File: config.mk
export PLATFORM = sky130hd
export DESIGN_NAME = bba_scan
export DESIGN_NICKNAME = d
export VERILOG_FILES = /design/src/hw/rtl/bba_pkg.sv /design/src/hw/rtl/bba_scan.sv
export SDC_FILE = /design/constraint.sdc
export NUM_CORES = 1
export LEC_CHECK = 0
export BUFFER_PORTS_ARGS = -buffer_cell sky130_fd_sc_hd__buf_2
export CORE_UTILIZATION = 42
export DETAILED_ROUTE_END_ITERATION = 12
export GPL_TIMING_DRIVEN = 0
export PLACE_DENSITY = 0.83
export SYNTH_ARGS = -nofsm -noshare
export SYNTH_HDL_FRONTEND = slang
export SYNTH_SLANG_ARGS = --single-unit
File: constraint.sdc
create_clock -name vclk -period 1.38
set_input_delay 0 -clock vclk [all_inputs]
set_output_delay 0 -clock vclk [all_outputs]
set_load 0.01 [all_outputs]
File: src/hw/rtl/bba_pkg.sv
package bba_pkg;

    localparam int NUM_CLASSES       = 12;
    localparam int MIN_BLOCK_SHIFT   = 6;
    localparam int PAGE_SHIFT        = 12;
    localparam int POOL_COUNT        = 4;
    localparam int UNUSED_POOL_INDEX = 0;

    // Heap addresses are fixed at 12 bits of minimum-block units.
    localparam int ADDR_W      = 12;
    localparam int ADDR_UNITS  = 4096;
    localparam int WORD_BITS   = 64;
    localparam int WIDX_W      = 6;
    localparam int BIT_W       = 6;
    localparam logic [ADDR_W-1:0] ADDR_MASK = 12'hFFF;

    localparam int CLASS_IDX_W = $clog2(NUM_CLASSES);
    localparam int CLASS_W     = $clog2(NUM_CLASSES + 1);
    localparam int MEM_DEPTH   = NUM_CLASSES * WORD_BITS;
    localparam int MEM_AW      = CLASS_IDX_W + WIDX_W;
    localparam int PAGE_D      = (PAGE_SHIFT > MIN_BLOCK_SHIFT) ?
                                 (PAGE_SHIFT - MIN_BLOCK_SHIFT) : 0;
    localparam bit POOL_OK     = (UNUSED_POOL_INDEX < POOL_COUNT) &&
                                 (UNUSED_POOL_INDEX < 4);

    typedef enum logic [1:0] {
        FUNC_ALLOC   = 2'd0,
        FUNC_RELEASE = 2'd1,
        FUNC_REBUILD = 2'd2,
        FUNC_NONE    = 2'd3
    } t_func;

    typedef enum logic [3:0] {
        ST_CLEAR,
        ST_IDLE,
        ST_SEED,
        ST_A_RD,
        ST_A_CHK,
        ST_SPLIT,
        ST_R_SET_RD,
        ST_R_SET_WR,
        ST_R_SC_RD,
        ST_R_SC_LD,
        ST_R_SC_BIT,
        ST_M1_RD,
        ST_M1_WR,
        ST_M2_RD,
        ST_M2_WR,
        ST_DONE
    } t_state;

    typedef struct packed {
        logic                 we;
        logic [MEM_AW-1:0]    waddr;
        logic [WORD_BITS-1:0] wdata;
        logic [MEM_AW-1:0]    raddr;
    } t_mem_req;

    function automatic logic [MEM_AW-1:0] mem_addr(input logic [CLASS_W-1:0] c,
                                                   input logic [WIDX_W-1:0] w);
        mem_addr = {c[CLASS_IDX_W-1:0], w};
    endfunction

    // Block size of a class in units, reduced modulo the heap size.
    function automatic logic [ADDR_W-1:0] unit_offset(input logic [CLASS_W-1:0] c);
        unit_offset = (int'(c) < ADDR_W) ? (12'd1 << c) : 12'd0;
    endfunction

    // Merge alignment of a class: its block size, capped at one page.
    function automatic logic [ADDR_W-1:0] align_mask(input logic [CLASS_W-1:0] c);
        int sh;
        sh = (int'(c) < PAGE_D) ? int'(c) : PAGE_D;
        if (sh >= ADDR_W) begin
            align_mask = ADDR_MASK;
        end else begin
            align_mask = (12'd1 << sh) - 12'd1;
        end
    endfunction

    function automatic logic [WORD_BITS-1:0] bit_of(input logic [BIT_W-1:0] b);
        bit_of = 64'd1 << b;
    endfunction

endpackage

File: src/hw/rtl/bba_scan.sv
module bba_scan (
    input  logic [bba_pkg::WORD_BITS-1:0] i_word,
    output logic                          o_found,
    output logic [bba_pkg::BIT_W-1:0]     o_idx
);
    import bba_pkg::*;

    // Lowest set bit of one bitmap word.
    always_comb begin
        o_found = |i_word;
        o_idx   = '0;
        for (int i = WORD_BITS - 1; i >= 0; i--) begin
            if (i_word[i]) begin
                o_idx = BIT_W'(i);
            end
        end
    end

endmodule

Yosys cells after proc, flatten, opt, wreduce, memory -nomap -nowiden
Index checks and enable logic that the tools add are counted.
Storage, ports and cells
  input port bits: 64
  logic and storage cells: 65
  flip-flop bits (word level): 0
Cells by class
  mux-type cells: 64
  reduce and logical (&&, ||, !) cells: 1
Operators by type and width (number)
  2-to-1 mux 6 bit: 64
  OR reduction 64 bit: 1

Depth between registers and ports, before layout
  depth in word-level cells: 64
  gate-level depth with buffers: 5
  mapped depth without buffers: 5

Worst setup path before layout
Ideal clock, no wire load.
  path kind: input port to output port
  start point: input port i_word[15] (netlist name)
  end point: output port o_idx[5] (netlist name)
  path slack: 0.135 ns
  data arrival time: 1.245 ns
  stages on the path: 4
  path through: or4_4 -> nor2b_2 -> nand3_1 -> nor4_1
Between the ends
  longest elaborated chain between the ends: 16
Ends and longest elaborated chain
  start, declared: RTL line bba_scan.sv:2  | input logic [bba_pkg::WORD_BITS-1:0] i_word,
  2-to-1 mux 6 bit (16 in a row): RTL line bba_scan.sv:13  | if (i_word[i]) begin
  end, declared: RTL line bba_scan.sv:4  | output logic [bba_pkg::BIT_W-1:0] o_idx
No other way between the ends.

Worst setup path after layout
  start point: input port i_word[36] (netlist name)
  end point: output port o_idx[2] (netlist name)
Between the ends
  longest elaborated chain between the ends: 37
Ends and longest elaborated chain (RTL line)
  2-to-1 mux 6 bit (37 in a row): bba_scan.sv:13
No other way between the ends.

==> results.cfg <==
[global_routing]
overflow = 0
antenna_found_initial = 0
grt_use_total = 0.266
grt_max_degree = 6
grt_pass1_wl_um = 4530
grt_pass1_vias = 1203

[cells_and_area]
nClkBuffers = 0
n_antenna_cell = 0
seq_cell_count = 0
final_layout_size_suffix_gt1_frac = 0.410
instances_no_fill = 244
area_growth_syn_to_layout_pct = 55.3
fillers = 188
nNetsFinal = 283
seq_area_um2 = 0
fin_util = 0.695

[timing]
hold_viol_final = 0
fmax_ghz = 0.709
min_period_over_period = 1.02
rsz0062_at_grt = yes
final_max_slew_viol_count = 0
period_needed_ns = 1.41
fin_ws_ns = -0.0303
slew_headroom = 0.662
tightest_slew_ns = 0.503
final-setup-viol-count = 1

[power]
leakagePower_nw = 0.561
ir_worst_vdd_v = 0.000111
finalPower_uw = 304
power_density_nw_per_um2 = 221

[die]
dieArea_um2 = 2300
die_width_um = 48.0
rows = 16
core_um2 = 1980
num_io_pins = 71
start_util = 0.448
die_h_um = 48.0

[synth]
synth.distinct_cells = 40
ys_seq_area_frac = 0
synthesis.nets = 209
avgSynthCellArea_um2 = 6.12
ys_warn_count = 0
syn_inst = 145
syn_area_um2 = 887

[drt]
routedWlPerCell_um = 13.0
first_iter_violations = 37
routed_wl_um = 3170
firstDrtPassIters = 4
drcViolationCount = 0
ant_nets = 0
via_per_inst = 6.07
routed-via-count = 1481

[min_path]
hp-start = i_word[1]
min_to = o_idx[3]
hp-class = primary input to output pin
holdPathStages = 5

[setup_path]
path_class = primary input to output pin
path_cells = buf_8 > or4_4 > nor4_2 > o211ai_1 > o211ai_1 > a21boi_1 > buf_2
cp.arrival_ns = 1.41
crit_buf_inv = 2
critPathTopFamily = simple AND/OR/NAND/NOR gates
endpoint_kind = output pin
cp.required_ns = 1.38
slowest_stage = or4_4
start_kind = primary input
max_stage_delay_ns = 0.54
crit_top_cell = o211ai_1
crit_fanout = 2

[placement]
dpl.hpwl_um = 2560
dp_cells = 243
routabilityCongestion = 0.856
place_ws_ns = -0.127
io_buffers = 71

[flow_run]
drv_cap = 0

[run_status]
violations = negative setup slack
status = finished with violations
how the worst max path moves through the flow:
stage                    start        to  slack [ns]  cells past startpoint
floorplan           i_word[15]  o_idx[5]        0.14                      4
global placement    i_word[15]  o_idx[2]        -0.1                      7
detailed placement  i_word[15]  o_idx[2]       -0.13                      7
CTS                 i_word[36]  o_idx[2]       -0.04                      7
global route        i_word[36]  o_idx[2]       -0.08                      7
finish              i_word[36]  o_idx[2]       -0.03                      7
logic make-up after synthesis:
kind of cell | count (synthesis) | synth area share
compound gates | 47 | 0.364
buf+inv | 10 | 0.0423
simple gates | 88 | 0.594
Yosys cell counts, drive strengths merged, types with 2 or more instances:
cell type / number / area (µm²)
a211oi: 2 / 15.0
a21boi: 3 / 22.5
a21oi: 10 / 50.1
a31oi: 2 / 12.5
inv: 10 / 37.5
nand2: 9 / 33.8
nand2b: 4 / 25.0
nand3: 7 / 40.0
nor2: 20 / 77.6
nor2b: 5 / 33.8
nor3: 12 / 60.1
nor4: 18 / 143
o211ai: 4 / 30.0
o21a: 3 / 22.5
o21ai: 7 / 35.0
o21bai: 3 / 22.5
o311ai: 3 / 26.3
o31ai: 3 / 22.5
or3: 3 / 18.8
or4: 5 / 45.0
per-stage QoR:
stage / hold WS (ns) / area [µm²] / setup TNS (ns)
after floorplan: 0.139 / 887 / 0
after global placement: 0.377 / 1280 / -0.160
after detailed placement: 0.384 / 1280 / -0.218
after CTS: 0.384 / 1340 / -0.0445
after global routing: 0.420 / 1380 / -0.206
final: 0.387 / 1380 / -0.0303
final cells by class:
cell class         count  area (µm²)  share of cell area
repair buffers        72         398               0.289
inverters             10        37.5              0.0272
multi-input cells    135         908               0.659
well taps             27        33.8              0.0245
metal layers:
layer	share of wire	vias to the layer above	track usage
li1	-	729	-
met1	0.40	674	0.292
met2	0.51	70	0.532
met3	0.062	8	0.0189
met4	0.018	0	0.0722
met5	0	-	0
placed cells by master, fill, tap and decap left out, types with 2 or more instances in the layout:
cell      instances
o21a_1            3
nor4_4            2
or4_4             5
nor2b_1           4
o21bai_1          3
a31oi_1           2
buf_2            66
inv_1            10
buf_6             4
nor4_1           14
a21oi_1          10
o211ai_1          4
nand2b_1          4
or3_1             2
o31ai_1           3
nor3_1           11
nand2_1           9
a21boi_1          2
o21ai_1           2
o21ai_0           5
nand3_1           6
a211oi_1          2
nor4_2            2
nor2_1           19
power by group:
| part | switching (mW) | internal, mW |
|---|---|---|
| sequential | 0 | 0 |
| combinational | 0.163 | 0.141 |
| clock | 0 | 0 |
what timing repair did:
| item | CTS | global route |
|---|---|---|
| endpoints found under the setup margin | 4 | 6 |
| gates cloned | 0 | 0 |
| buffers inserted | 1 | 0 |
| pin swaps | 7 | 5 |
| hold endpoints to repair | 0 | 0 |
| hold buffers | 0 | 0 |
| gates resized for setup | 11 | 9 |
No activity file was read; power rests on OpenSTA's default activity.
